==> src/hdl/tgarle_pkg.sv <==
// ---------------------------------------------------------------------------
// tgarle_pkg
// Types and constants shared by the run-length pixel decoder modules.
// ---------------------------------------------------------------------------
package tgarle_pkg;

    localparam int MAX_PIXEL_BYTES = 4;
    localparam int PALETTE_DEPTH   = 256;
    localparam int POS_W           = (MAX_PIXEL_BYTES > 2) ? $clog2(MAX_PIXEL_BYTES) : 1;
    localparam int PAL_AW          = $clog2(PALETTE_DEPTH);
    localparam int TOKQ_DEPTH      = 4;
    localparam int TOKQ_AW         = $clog2(TOKQ_DEPTH);
    localparam int OUT_DEPTH       = 4;
    localparam int OUT_AW          = $clog2(OUT_DEPTH);

    localparam logic [7:0]  HDR_COUNT_MASK = 8'h7F;
    localparam logic [7:0]  HDR_REPEAT_BIT = 8'h80;
    localparam logic [31:0] INDEX_MASK     = 32'h00FF_FFFF;

    typedef enum logic [1:0] {
        CMD_START   = 2'd0,
        CMD_PALETTE = 2'd1,
        CMD_DATA    = 2'd2
    } cmd_t;

    typedef enum logic [2:0] {
        REG_IN_BYTES     = 3'd0,
        REG_OUT_BYTES    = 3'd1,
        REG_IMAGE_PIXELS = 3'd2,
        REG_COMPRESSED   = 3'd3,
        REG_COLOR_MAPPED = 3'd4,
        REG_PAL_LENGTH   = 3'd5
    } reg_idx_t;

    typedef enum logic {
        TOK_PALETTE = 1'b0,
        TOK_PIXEL   = 1'b1
    } tok_kind_t;

    typedef struct packed {
        logic [1:0]  command;
        logic [7:0]  data_byte;
        logic [7:0]  palette_slot;
        logic [31:0] palette_word;
    } item_t;

    typedef struct packed {
        logic [31:0] pixel_value;
        logic [7:0]  run_length;
        logic        last_of_image;
        logic        status;
    } result_t;

    typedef struct packed {
        logic [2:0]  input_pixel_bytes;
        logic [2:0]  output_pixel_bytes;
        logic [31:0] image_pixels;
        logic        compressed_mode;
        logic        color_mapped_mode;
        logic [8:0]  palette_length;
    } cfg_t;

    typedef struct packed {
        tok_kind_t   kind;
        logic [31:0] value;
        logic [7:0]  slot;
        logic [7:0]  run;
        logic        last;
    } tok_t;

endpackage

==> src/hdl/tgarle_tokq.sv <==
// ---------------------------------------------------------------------------
// tgarle_tokq
// Short request queue between the parser and the palette stage.
// ---------------------------------------------------------------------------
module tgarle_tokq (
    input  logic              clk,
    input  logic              rst_n,
    input  logic              push,
    input  tgarle_pkg::tok_t  tok_in,
    output logic              full,
    input  logic              pop,
    output tgarle_pkg::tok_t  tok_out,
    output logic              empty
);
    import tgarle_pkg::*;

    tok_t               mem [TOKQ_DEPTH];
    logic [TOKQ_AW-1:0] wr_ptr_reg, wr_ptr_next;
    logic [TOKQ_AW-1:0] rd_ptr_reg, rd_ptr_next;
    logic [TOKQ_AW:0]   cnt_reg,    cnt_next;

    assign full    = (cnt_reg == (TOKQ_AW+1)'(TOKQ_DEPTH));
    assign empty   = (cnt_reg == '0);
    assign tok_out = mem[rd_ptr_reg];

    always_comb
    begin
        wr_ptr_next = push ? wr_ptr_reg + TOKQ_AW'(1) : wr_ptr_reg;
        rd_ptr_next = pop  ? rd_ptr_reg + TOKQ_AW'(1) : rd_ptr_reg;
        cnt_next    = cnt_reg + (TOKQ_AW+1)'(push) - (TOKQ_AW+1)'(pop);
    end

    always_ff @(posedge clk)
    begin
        if (push)
            mem[wr_ptr_reg] <= tok_in;
    end

    always_ff @(posedge clk or negedge rst_n)
    begin
        if (!rst_n)
        begin
            wr_ptr_reg <= '0;
            rd_ptr_reg <= '0;
            cnt_reg    <= '0;
        end
        else
        begin
            wr_ptr_reg <= wr_ptr_next;
            rd_ptr_reg <= rd_ptr_next;
            cnt_reg    <= cnt_next;
        end
    end

endmodule

==> config.mk <==
export PLATFORM = sky130hd
export DESIGN_NAME = tgarle_tokq
export DESIGN_NICKNAME = d
export VERILOG_FILES = /design/src/hdl/tgarle_pkg.sv /design/src/hdl/tgarle_tokq.sv
export SDC_FILE = /design/constraint.sdc
export NUM_CORES = 1
export LEC_CHECK = 0
export BUFFER_PORTS_ARGS = -buffer_cell sky130_fd_sc_hd__buf_2
export CORE_MARGIN = 4
export CORE_UTILIZATION = 57
export CTS_CLUSTER_DIAMETER = 150
export CTS_CLUSTER_SIZE = 20
export DETAILED_ROUTE_END_ITERATION = 8
export GPL_TIMING_DRIVEN = 1
export PLACE_DENSITY = 0.87
export REMOVE_ABC_BUFFERS = 1
export SYNTH_ARGS = -nofsm -noshare
export SYNTH_HDL_FRONTEND = slang
export SYNTH_SLANG_ARGS = --single-unit
==> constraint.sdc <==
create_clock -name clk -period 3.15 [get_ports clk]
set_clock_uncertainty 0.2 [all_clocks]
set_input_delay 0.63 -clock clk [delete_from_list [all_inputs] [get_ports clk]]
set_output_delay 0.63 -clock clk [all_outputs]
set_load 0.02 [all_outputs]
==> metrics.md <==
| Metric | Value |
|---|---|
| Outcome | `complete, no violations` |
| Max Clock Freq | `~340 MHz` |
| Reg clk slew, reported paths | `approximately 0.080 ns` |
| H-tree Lvls | `1` |
| GRT Total Usage | `between 10% and 20%` |
| FF+latch count, synth | `between 200 and 250` |
| Post-place setup slack | `0.518 ns` |
| Main combinational cell family by area after synthesis | `multiplexers` |
| Post-Synth XOR/XNOR Area | `0.571%` |
| Filler Cells Inserted | `847` |
| Largest register FFs | `200` |
| Aggregate global routing overflow | `0` |
| Max rail drop VDD | `0.000874 V` |
| Vias per inst | `roughly 5.6` |
| CP required | `roughly 2.3 ns` |
| WHS | `0.183 ns` |
| CTS tree | `built` |
| CP max FO | `11` |
| Endpoints failing hold | `0` |
| Root Buffer | `clkbuf_16` |
| Post-Synth Adder-Cell Area | `under 10%` |
| Power Density | `just over 900 mW/mm^2` |
| I/O Pins | `approximately 110` |
| Post-route ant nets | `0` |
| Synth top area share | `between 70% and 80%` |
| Nets | `478` |
| Seq/Total Area, Yosys | `80.6%` |
| # DRC | `0` |
| Initial Utilization | `58.1%` |
| Post_cts resized | `0` |
| Die height | `124 microns` |
| Multiplexer share of the synthesized area | `14.8%` |
| Net switching power | `~2.6 mW` |
| DRT iter0 DRCs | `250` |
| TritonCTS Buffers | `14` |
| Multi-input logic area | `0.00133 sq mm` |
| Seq pwr share | `roughly 46%` |
| Final Total Pwr | `around 8.2 mW` |
| Die width | `roughly 120 microns` |
| Fin crit share | `about 93%` |
| Syn Inst Count | `~300` |
| Hold Crit Class | `input port to flip-flop` |
| Reg area | `a little over 0.006 sq mm` |
| RSZ-0062 raised after global routing | `no` |
| Fin crit period | `2.92 ns` |
| Post-DP HPWL | `a little under 8 mm` |
| MaxCap Viol Count | `0` |
| Vias in the first global route | `between 3k and 4k` |
| Top post-synthesis cells by area | `edfxtp_1 78%, mux4_2 14%, dfrtp_1 2.3%` |
| Cell area after synthesis | `roughly 0.0077 sq mm` |
| Slew headroom | `~69%` |
| Wire per inst | `approximately 21 microns` |
| PortBufs | `approximately 110` |
| Critical Path Start Type | `flip-flop` |
| Synth Area in Simple Gates | `less than 1%` |
| Final Setup Violations | `0` |
| Netlist cell types | `18` |
| Drt total wl | `between 10 and 15 mm` |
| Post-synth top area cell | `edfxtp_1` |
| TritonCTS sink count | `207` |
| Static leakage | `between 3 and 4 nW` |
| First-pass GRT wire length | `just under 20 mm` |
| Combinational Power Share | `approximately a third` |
| PnR worst setup slack | `about 0.23 ns` |
| Setup_tns | `0 ns` |
| Initial antenna violation count | `0` |
| Internal | `5.63 mW` |
| Worst-Margin Slew | `between 0.4 and 0.5 ns` |
| Core area | `between 0.01 and 0.015 sq mm` |
| Syn Area/Cell | `~26 sq um` |
| 1st-pass router iterations | `4` |
| Clock tree buffer depth | `3` |
| Worst EP arrival | `around 2.1 ns` |
| Crit Path Category | `flip-flop to output pin` |
| Vias | `roughly 3.4k` |
| Power share of the clock group | `between 20% and 30%` |
| YS warnings | `0` |
| Max Slew Vio Count | `0` |
| Rows | `42` |
| Switching Fraction | `about 31%` |
| Die area | `approximately 0.015 sq mm` |
| RePlAce Congestion | `roughly 0.73` |
| Synth Area in Compound Gates | `0.0653%` |
| Share of layout cells above drive strength 1 | `roughly 44%` |
| Largest net degree at the start of global routing | `51` |
| Crit end category | `output pin` |
| Clk_lat worst skew | `0.45 ns` |
| Post-synthesis to final-layout area growth | `15.2%` |
==> logic make-up (layout without fill, tap and decap cells) <==
group | count (synthesis) | count (layout)
buf+inv | 18 | 143
other cells | 0 | 1
mux | 50 | 50
xor+xnor | 5 | 5
flops | 207 | 207
fa+ha+maj | 7 | 7
compound gates | 1 | 1
simple gates | 8 | 8
==> cells in the final DEF (no fill, tap or decap) <==
cell,count
dfrtp_2,1
and2_2,4
nand2_1,2
clkinv_8,1
and3_1,1
mux4_1,2
diode_2,1
inv_1,6
dlygate4sd3_1,1
dfrtp_4,1
clkbuf_1,4
xnor2_1,2
xor2_1,3
nor3_1,1
buf_8,1
buf_2,105
mux4_2,48
buf_4,7
o21ai_0,1
clkbuf_16,15
buf_12,3
ha_1,6
edfxtp_1,200
fa_1,1
dfrtp_1,5
==> worst max-delay path, stage by stage (launching register included) <==
cell     delay [ns]
dfrtp_4        0.59
buf_4          0.29
mux4_1         0.57
buf_2          0.17
==> synth_stat cells <==
cell type / instances
and2_1: 4
nand2_1: 2
mux4_1: 2
clkbuf_1: 1
o21ai_0: 1
fa_1: 1
inv_1: 6
xnor2_1: 2
buf_12: 5
nor3_1: 1
mux4_2: 48
dfrtp_1: 7
ha_1: 6
buf_6: 1
xor2_1: 3
edfxtp_1: 200
buf_2: 5
and3_1: 1
==> timing repair <==
item                                    4_1_cts  5_1_grt
hold buffers                                  1        0
endpoints found under the hold margin         7        0
buffers inserted                              0        1
endpoints found under the setup margin        0       16
==> through the flow <==
stage	util, %	area, sq um	instances
finish	66.9	8830	598
global route	66.9	8820	597
CTS	66.8	8810	596
detailed placement	63.6	8390	575
global placement	63.6	8390	575
floorplan	-	7520	284
==> path summary, 6_finish.rpt <==
path	depth (start not counted)	start	end	slack (ns)
worst max-delay path	3	rd_ptr_reg[0]$_DFFE_PN0P_	tok_out[0]	0.23
worst min-delay path	1	tok_in[3]	mem[3][3]$_DFFE_PP_	0.18
worst max register to register	4	wr_ptr_reg[0]$_DFFE_PN0P_	mem[2][4]$_DFFE_PP_	1.31
worst min register to register	1	wr_ptr_reg[0]$_DFFE_PN0P_	wr_ptr_reg[0]$_DFFE_PN0P_	0.36
max in group asynchronous	2	rst_n	rd_ptr_reg[0]$_DFFE_PN0P_	2.23
min in group asynchronous	2	rst_n	rd_ptr_reg[0]$_DFFE_PN0P_	0.34
==> power groups by stage <==
stage               logic [mW]  clock network (mW)  registers, mW
floorplan                 1.68                   0           3.99
global placement          2.67                   0           3.84
detailed placement        2.72                   0           3.88
CTS                       2.73                1.73           3.82
global route              2.94                1.84           3.83
finish                    2.73                1.69           3.77
==> final cells by class <==
class	instances	share of cell area (%)
flip-flops and latches	207	70.1
multi-input cells	71	15.0
repair buffers	117	7.51
clock buffers	19	4.42
well taps	176	2.49
inverters	6	0.255
clock inverters	1	0.184
diodes	1	0.0283
==> metal layers <==
metal / track usage (%) / wire length, microns / up-vias
met1: 23.2 / 5160 / 1769
met2: 29.2 / 6660 / 90
met4: 2.94 / 165 / 0
met5: 0 / 0 / -
li1: - / - / 1489
met3: 3.09 / 727 / 15
Power figures use the tool's default switching activity.
