## src/hdl/tgarle_pkg.sv

```systemverilog
// ---------------------------------------------------------------------------
// tgarle_pkg
// Types and constants shared by the run-length pixel decoder modules.
// ---------------------------------------------------------------------------
package tgarle_pkg;

    localparam int MAX_PIXEL_BYTES = 4;
    localparam int PALETTE_DEPTH   = 256;
    localparam int POS_W           = (MAX_PIXEL_BYTES > 2) ? $clog2(MAX_PIXEL_BYTES) : 1;
    localparam int PAL_AW          = $clog2(PALETTE_DEPTH);
    localparam int TOKQ_DEPTH      = 4;
    localparam int TOKQ_AW         = $clog2(TOKQ_DEPTH);
    localparam int OUT_DEPTH       = 4;
    localparam int OUT_AW          = $clog2(OUT_DEPTH);

    localparam logic [7:0]  HDR_COUNT_MASK = 8'h7F;
    localparam logic [7:0]  HDR_REPEAT_BIT = 8'h80;
    localparam logic [31:0] INDEX_MASK     = 32'h00FF_FFFF;

    typedef enum logic [1:0] {
        CMD_START   = 2'd0,
        CMD_PALETTE = 2'd1,
        CMD_DATA    = 2'd2
    } cmd_t;

    typedef enum logic [2:0] {
        REG_IN_BYTES     = 3'd0,
        REG_OUT_BYTES    = 3'd1,
        REG_IMAGE_PIXELS = 3'd2,
        REG_COMPRESSED   = 3'd3,
        REG_COLOR_MAPPED = 3'd4,
        REG_PAL_LENGTH   = 3'd5
    } reg_idx_t;

    typedef enum logic {
        TOK_PALETTE = 1'b0,
        TOK_PIXEL   = 1'b1
    } tok_kind_t;

    typedef struct packed {
        logic [1:0]  command;
        logic [7:0]  data_byte;
        logic [7:0]  palette_slot;
        logic [31:0] palette_word;
    } item_t;

    typedef struct packed {
        logic [31:0] pixel_value;
        logic [7:0]  run_length;
        logic        last_of_image;
        logic        status;
    } result_t;

    typedef struct packed {
        logic [2:0]  input_pixel_bytes;
        logic [2:0]  output_pixel_bytes;
        logic [31:0] image_pixels;
        logic        compressed_mode;
        logic        color_mapped_mode;
        logic [8:0]  palette_length;
    } cfg_t;

    typedef struct packed {
        tok_kind_t   kind;
        logic [31:0] value;
        logic [7:0]  slot;
        logic [7:0]  run;
        logic        last;
    } tok_t;

endpackage

```

## src/hdl/tgarle_front.sv

```systemverilog
// ---------------------------------------------------------------------------
// tgarle_front
// Packet parser: tracks headers, gathers pixel bytes and clamps runs.
// ---------------------------------------------------------------------------
module tgarle_front (
    input  logic               clk,
    input  logic               rst_n,
    input  tgarle_pkg::cfg_t   cfg,
    input  logic               accept,
    input  tgarle_pkg::item_t  item,
    output logic               tok_push,
    output tgarle_pkg::tok_t   tok
);
    import tgarle_pkg::*;

    logic [31:0]      done_reg,   done_next;
    logic [7:0]       left_reg,   left_next;
    logic             repeat_reg, repeat_next;
    logic [POS_W-1:0] pos_reg,    pos_next;
    logic [31:0]      gather_reg, gather_next;

    logic [32:0] rem;
    logic        image_done;
    logic        rem_small;
    logic [3:0]  n_eff;
    logic        last_byte;
    logic [31:0] gather_new;
    logic [7:0]  run_raw;
    logic [7:0]  run_c;

    always_ff @(posedge clk or negedge rst_n)
    begin
        if (!rst_n)
        begin
            done_reg   <= '0;
            left_reg   <= '0;
            repeat_reg <= 1'b0;
            pos_reg    <= '0;
            gather_reg <= '0;
        end
        else
        begin
            done_reg   <= done_next;
            left_reg   <= left_next;
            repeat_reg <= repeat_next;
            pos_reg    <= pos_next;
            gather_reg <= gather_next;
        end
    end

    always_comb
    begin
        rem        = {1'b0, cfg.image_pixels} - {1'b0, done_reg};
        image_done = rem[32] || (rem[31:0] == 32'd0);
        rem_small  = (rem[31:8] == 24'd0);

        if (cfg.input_pixel_bytes == 3'd0)
            n_eff = 4'd1;
        else if (4'(cfg.input_pixel_bytes) > 4'(MAX_PIXEL_BYTES))
            n_eff = 4'(MAX_PIXEL_BYTES);
        else
            n_eff = 4'(cfg.input_pixel_bytes);
        last_byte = (4'(pos_reg) + 4'd1) >= n_eff;

        if (4'(pos_reg) < 4'd4)
            gather_new = gather_reg | ({24'd0, item.data_byte} << {pos_reg[1:0], 3'b000});
        else
            gather_new = gather_reg;

        run_raw = (cfg.compressed_mode && repeat_reg) ? left_reg : 8'd1;
        run_c   = (rem_small && (run_raw > rem[7:0])) ? rem[7:0] : run_raw;
    end

    always_comb
    begin
        done_next   = done_reg;
        left_next   = left_reg;
        repeat_next = repeat_reg;
        pos_next    = pos_reg;
        gather_next = gather_reg;
        tok_push    = 1'b0;
        tok.kind    = TOK_PIXEL;
        tok.value   = gather_new;
        tok.slot    = item.palette_slot;
        tok.run     = run_c;
        tok.last    = rem_small && (run_c == rem[7:0]);

        if (accept)
        begin
            unique case (cmd_t'(item.command))
                CMD_START:
                begin
                    done_next   = '0;
                    left_next   = '0;
                    repeat_next = 1'b0;
                    pos_next    = '0;
                    gather_next = '0;
                end
                CMD_PALETTE:
                begin
                    tok_push  = 1'b1;
                    tok.kind  = TOK_PALETTE;
                    tok.value = item.palette_word;
                end
                CMD_DATA:
                begin
                    if (!image_done)
                    begin
                        if (cfg.compressed_mode && (left_reg == 8'd0))
                        begin
                            repeat_next = (item.data_byte & HDR_REPEAT_BIT) != 8'd0;
                            left_next   = (item.data_byte & HDR_COUNT_MASK) + 8'd1;
                            pos_next    = '0;
                            gather_next = '0;
                        end
                        else if (!last_byte)
                        begin
                            pos_next    = pos_reg + POS_W'(1);
                            gather_next = gather_new;
                        end
                        else
                        begin
                            tok_push    = 1'b1;
                            pos_next    = '0;
                            gather_next = '0;
                            done_next   = done_reg + 32'(run_c);
                            if (cfg.compressed_mode)
                                left_next = repeat_reg ? 8'd0 : (left_reg - 8'd1);
                        end
                    end
                end
                default:
                begin
                end
            endcase
        end
    end

endmodule

```

## config.mk

```make
export PLATFORM = sky130hd
export DESIGN_NAME = tgarle_front
export DESIGN_NICKNAME = d
export VERILOG_FILES = /design/src/hdl/tgarle_pkg.sv /design/src/hdl/tgarle_front.sv
export SDC_FILE = /design/constraint.sdc
export NUM_CORES = 1
export LEC_CHECK = 0
export BUFFER_PORTS_ARGS = -buffer_cell sky130_fd_sc_hd__buf_2
export CORE_MARGIN = 4
export CORE_UTILIZATION = 50
export CTS_BUF_LIST = sky130_fd_sc_hd__clkbuf_2 sky130_fd_sc_hd__clkbuf_4 sky130_fd_sc_hd__clkbuf_8
export DETAILED_ROUTE_END_ITERATION = 8
export HOLD_SLACK_MARGIN = 0.03
export PLACE_DENSITY = 0.74
export SYNTH_ARGS = -nofsm -noshare
export SYNTH_HDL_FRONTEND = slang
export SYNTH_SLANG_ARGS = --single-unit
```

## constraint.sdc

```tcl
create_clock -name clk -period 6.4 [get_ports clk]
set_clock_uncertainty 0.05 [all_clocks]
set_input_delay 0.64 -clock clk [delete_from_list [all_inputs] [get_ports clk]]
set_output_delay 0.64 -clock clk [all_outputs]
set_load 0.05 [all_outputs]
```

==> results of run 1 <==
==> layer usage <==
layer / up-vias / part of all wire
li1: 3977 / -
met1: 3729 / 0.46
met2: 220 / 0.47
met3: 42 / 0.053
met4: 2 / 0.018
met5: - / 0.00035
==> worst max-delay path by stage <==
stage / endpoint / slack (ns) / cells after the start / startpoint
3_3_place_gp: done_reg[21] / 0.17 / 26 / cfg[11]
3_5_place_dp: done_reg[21] / 0.01 / 26 / cfg[11]
4_1_cts: done_reg[21] / 0.31 / 24 / done_reg[18]
6_report: done_reg[27] / 0.39 / 25 / done_reg[24]
5_1_grt: done_reg[30] / -0.06 / 26 / done_reg[15]
2_1_floorplan: done_reg[30] / 0.02 / 26 / cfg[33]
==> cell usage after synthesis, types with 26 or more instances <==
| cell | instances |
|---|---|
| dfrtp_1 | 75 |
| nor2_1 | 60 |
| nand2_1 | 142 |
| o21ai_0 | 93 |
| a21oi_1 | 102 |
| clkbuf_1 | 32 |
| ha_1 | 59 |
| inv_1 | 54 |
| o21ai_1 | 63 |
| nor3_1 | 26 |
| nand3_1 | 31 |
==> cell families (layout without fill, tap and decap cells) <==
family / after synthesis / count (layout) / synth area share
xor gates and xnor gates: 26 / 26 / 0.0299
DFF: 75 / 75 / 0.246
AOI/OAI and AO/OA: 387 / 387 / 0.308
other: 0 / 1 / 0
muxes: 7 / 7 / 0.00952
adders and majority gates: 61 / 61 / 0.102
and+or+nand+nor: 366 / 366 / 0.238
buffers and inverters: 114 / 222 / 0.0668
==> per-stage QoR <==
| stage | hold slack (ns) | total power, mW | setup WS (ns) | instance area, um2 |
|---|---|---|---|---|
| finish | 0.355 | 1.95 | 0.387 | 8690 |
| global route | 0.440 | 2.09 | -0.0583 | 8690 |
| CTS | 0.416 | 1.95 | 0.305 | 8660 |
| detailed placement | 0.425 | 1.45 | 0.00963 | 8390 |
| global placement | 0.418 | 1.44 | 0.171 | 8390 |
| floorplan | 0.294 | 1.23 | 0.0235 | 7640 |
==> worst reg2reg max path, stage by stage (launching register included) <==
cell	delay [ns]
dfrtp_1	0.37
inv_1	0.10
ha_1	0.43
nand2_2	0.11
o21a_1	0.26
and2_0	0.17
a221o_1	0.32
or4_4	0.52
nor4b_4	0.34
nand4_2	0.16
nor4b_4	0.45
nand2_2	0.20
nand2_1	0.12
o21ai_2	0.08
ha_1	0.28
a21o_1	0.10
a21o_1	0.14
a21o_1	0.12
a21o_1	0.14
a21oi_1	0.09
o21ai_1	0.30
nand4_1	0.33
buf_4	0.26
or3_1	0.31
a21oi_1	0.14
a21o_1	0.09
==> power by group through the flow <==
stage	clock [mW]	combinational [mW]	sequential [mW]
2_1_floorplan	0	0.674	0.560
3_3_place_gp	0	0.856	0.582
3_5_place_dp	0	0.867	0.582
4_1_cts	0.507	0.871	0.573
5_1_grt	0.529	0.973	0.584
6_report	0.497	0.879	0.575
==> area by class of cell <==
type,count,share of cell area
Clock buffer,10,0.0151
Sequential cell,75,0.216
Clock inverter,6,0.0157
Inverter,55,0.0238
Timing Repair Buffer,151,0.0953
Multi-Input combinational cell,847,0.607
Tap cell,184,0.0265
Antenna cell,1,0.000288
==> repair_timing <==
| item | in CTS | in global routing |
|---|---|---|
| gates resized for setup | 0 | 6 |
| endpoints found under the setup margin | 0 | 11 |
| buffers inserted | 0 | 2 |
| hold buffers | 0 | 0 |
==> results_dict.tcl, run 1 <==
set metrics [dict create \
    coreArea_um2 14800 \
    final_cell_mix "nand2_1 (142), buf_2 (122), a21oi_1 (97)" \
    synth_top_area_share 0.246 \
    power.density_nw_per_um2 225 \
    final_layout_size_suffix_gt1_frac 0.177 \
    end_kind "flop" \
    ir_worst_vdd_mv 0.281 \
    crit_path_start_kind "flop" \
    synth_cell_types 78 \
    run_status "finished clean" \
    ys_async_sr_fraction 1.00 \
    hold_violations 0 \
    fin_util 0.589 \
    synth_edf_count 0 \
    r2r_slack_ns 0.39 \
    drv_slew 0 \
    placedCellCount 1310 \
    grt_max_degree 76 \
    clk_pin_slew_ns 0.09 \
    grt_first_pass_wirelength_um 37400 \
    hold_path_class "input port to async pin" \
    slew_headroom 0.333 \
    synthTopCellsByArea "dfrtp_1 (25%), ha_1 (9.7%), nand2_1 (7.0%), a21oi_1 (6.7%), o21ai_0 (6.1%)" \
    synthToLayoutAreaGrowth_pct 14.0 \
    htree_levels 3 \
    grt.total_usage 0.258 \
    critPathKind "flop to flop" \
    final_cells 1329 \
    grt_overflow 0 \
    chipWidth_um 131 \
    worstPathArrival_ns 6.28 \
    rr_worst_depth 25 \
    finalSetupViolCount 0 \
    cpMostUsedCell "a21o_1" \
    vias_per_cell 6.00 \
    clk_latency_ns 0.37 \
    rows 44 \
    clock_sinks 75 \
    comb_power_share 0.451 \
    grt.busiest_layer "met2" \
    sw_frac_of_total 0.426 \
    yosysWarnings 0 \
    die_h_um 131 \
    setup_tns_ns 0 \
    floorplan.initialDensity 0.517 \
    cap_violations 0 \
    r2r-end "done_reg[27]" \
    cts_root_buf "clkbuf_8" \
    fmax_mhz 166 \
    antenna_found_initial 2 \
    routedWlPerCell_um 17.1 \
    tightest_slew_ns 1.00 \
    dieArea_um2 17300 \
    area.sequential_um2 1880 \
    use_met3 0.0508 \
    syn-num-nets 1199 \
    required_ns 6.67 \
    postRouteAntennaNets 0 \
    pwr-share-clk 0.255 \
    boundaryPins 153 \
    final_common_cell "nand2_1" \
    min_period_ns 6.01 \
    fin_nets 1302 \
    cts_made_buffers 9 \
    vias 7970 \
    critPathMaxStageDelay_ns 0.52 \
    final.period_utilization 0.940 \
    cts_buffer_depth 2 \
    place_congestion 0.946 \
    met2_usage 0.420 \
    drt-initial-drc-count 668 \
    power_frac_seq 0.295 \
    synth_top_area_cell "dfrtp_1" \
    internal_power_mw 1.12 \
    r2r_start "done_reg[24]" \
    syn-mean-instance-area_um2 7.36 \
    multi_input_area_um2 5280 \
    io_buffers 123 \
    drc 0 \
    p_switching_mw 0.831 \
    crit_fanout 7 \
    grt_pass1_vias 7376 \
    synth-seq-cells 75 \
    synth_area_um2 7620 \
    fillCellCount 1449 \
    firstDrtPassIters 5 \
    slowest_stage "or4_4" \
    path_delay_family "simple AND/OR/NAND/NOR gates" \
    routed_wl_um 22700 \
    met1_usage 0.355 \
    ys_seq_area_frac 0.246 \
    ys.flop_type "dfrtp_1" \
    hpwl_um 17800 \
    path_buf_inv 2 \
    p_leak_nw 3.89 \
    syn_inst 1036 \
    cts_tree "built" \
]
Note: power is estimated with default switching activity, not from simulation.
==> inputs of run 2 (changes only) <==
--- a/config.mk
+++ b/config.mk
@@ -7,11 +7,10 @@
 export LEC_CHECK = 0
 export BUFFER_PORTS_ARGS = -buffer_cell sky130_fd_sc_hd__buf_2
 export CORE_MARGIN = 4
-export CORE_UTILIZATION = 50
+export CORE_UTILIZATION = 35
 export CTS_BUF_LIST = sky130_fd_sc_hd__clkbuf_2 sky130_fd_sc_hd__clkbuf_4 sky130_fd_sc_hd__clkbuf_8
 export DETAILED_ROUTE_END_ITERATION = 8
 export HOLD_SLACK_MARGIN = 0.03
-export PLACE_DENSITY = 0.74
 export SYNTH_ARGS = -nofsm -noshare
 export SYNTH_HDL_FRONTEND = slang
 export SYNTH_SLANG_ARGS = --single-unit
==> results_dict.tcl, run 2 (same netlist as run 1, synthesis figures left out) <==
set metrics [dict create \
    run_status "finished clean" \
    cts_root_buf "clkbuf_8" \
    crit_path_start_kind "flop" \
    antenna_found_initial 0 \
    slew_headroom 0.392 \
    finalSetupViolCount 0 \
    multi_input_area_um2 5270 \
    power.density_nw_per_um2 211 \
    vias 7910 \
    dieArea_um2 24200 \
    routedWlPerCell_um 16.9 \
    min_period_ns 6.01 \
    grt_max_degree 68 \
    route.met3.wl_um 1230 \
    drc 0 \
    boundaryPins 153 \
    worstPathArrival_ns 6.24 \
    end_kind "flop" \
    slowest_stage "or4_4" \
    p_leak_nw 3.92 \
    drt-initial-drc-count 530 \
    rows 53 \
    critPathKind "flop to flop" \
    fillCellCount 2285 \
    htree_levels 3 \
    m1WireLength_um 11400 \
    fin_nets 1311 \
    final_cells 1428 \
    hold_path_class "flop to flop" \
    cap_violations 0 \
    clk_pin_slew_ns 0.09 \
    crit_fanout 14 \
    path_delay_family "simple AND/OR/NAND/NOR gates" \
    vias_per_cell 5.54 \
    grt_first_pass_wirelength_um 38700 \
    firstDrtPassIters 5 \
    coreArea_um2 21200 \
    critPathMaxStageDelay_ns 0.53 \
    rsz0062_at_grt "false" \
    cts_buffer_depth 2 \
    path_buf_inv 2 \
    drv_slew 0 \
    hold_violations 0 \
    top_layer "met4" \
    fmax_mhz 166 \
    grt_overflow 0 \
    postRouteAntennaNets 0 \
    hpwl_um 19100 \
    clock_sinks 75 \
    cts_made_buffers 9 \
    floorplan.initialDensity 0.359 \
    final_common_cell "nand2_1" \
    final.period_utilization 0.940 \
    grt.total_usage 0.194 \
    setup_tns_ns 0 \
    wl_met2_um 11300 \
    ir_worst_vdd_mv 0.0976 \
    routed_wl_um 24100 \
    cts_tree "built" \
    io_buffers 123 \
    chipWidth_um 156 \
    diodes 0 \
    cpMostUsedCell "a21oi_1" \
    die_h_um 156 \
    grt_pass1_vias 7424 \
    placedCellCount 1410 \
    final_layout_size_suffix_gt1_frac 0.179 \
    tightest_slew_ns 0.912 \
    area.sequential_um2 1880 \
    fin_util 0.415 \
    clk_latency_ns 0.36 \
    required_ns 6.62 \
    place_congestion 0.897 \
    final_cell_mix "nand2_1 (142), buf_2 (122), a21oi_1 (100)" \
    synthToLayoutAreaGrowth_pct 15.5 \
]
[run 2: final cells by class]
cell class,count,area share
sequential,75,0.213
clock inverter,7,0.00867
tap,275,0.0391
clock buffer,9,0.0141
inverter,55,0.0235
timing repair buffer,160,0.102
multi-input combinational,847,0.599
[run 2: tightest hold or removal path: cells and delay by family, from the launching register on]
kind / cells / cell delay [ns]
and+or+nand+nor: 1 / 0.05
AOI/OAI and AO/OA: 1 / 0.06
DFF: 1 / 0.35
[run 2: power by group]
group | total [mW] | switching, mW | internal [mW]
combinational | 0.896 | 0.593 | 0.303
sequential | 0.576 | 0.0546 | 0.521
clock | 0.384 | 0.228 | 0.157
[run 2: repair_timing]
item | 4_1_cts | 5_1_grt
hold endpoints to repair | 8 | 0
gates resized for setup | 0 | 2
endpoints found under the setup margin | 0 | 15
hold buffers | 1 | 0
setup buffers | 0 | 1
[run 2: final timing paths]
path	start	to	slack (ns)	cells after the start
min	gather_reg[22]	gather_reg[22]	0.44	2
min reg2reg	gather_reg[22]	gather_reg[22]	0.44	2
max	done_reg[18]	done_reg[16]	0.39	25
max in group asynchronous	rst_n	gather_reg[24]	4.61	3
max reg2reg	done_reg[18]	done_reg[16]	0.39	25
min in group asynchronous	rst_n	done_reg[1]	0.58	2
[run 2: metrics by stage]
stage / power [mW] / hold slack (ns) / worst slack (ns) / area, um2
global route: 1.99 / 0.464 / 0.000268 / 8800
detailed placement: 1.47 / 0.426 / 0.0605 / 8580
CTS: 1.86 / 0.442 / 0.297 / 8790
global placement: 1.46 / 0.419 / 0.127 / 8580
floorplan: 1.23 / 0.294 / 0.0235 / 7640
finish: 1.86 / 0.440 / 0.386 / 8800
[run 2: per-layer routing]
metal	global-route usage	vias up
li1	-	3987
met1	0.281	3719
met2	0.319	189
met3	0.0236	15
met4	0.0292	0
met5	0	-
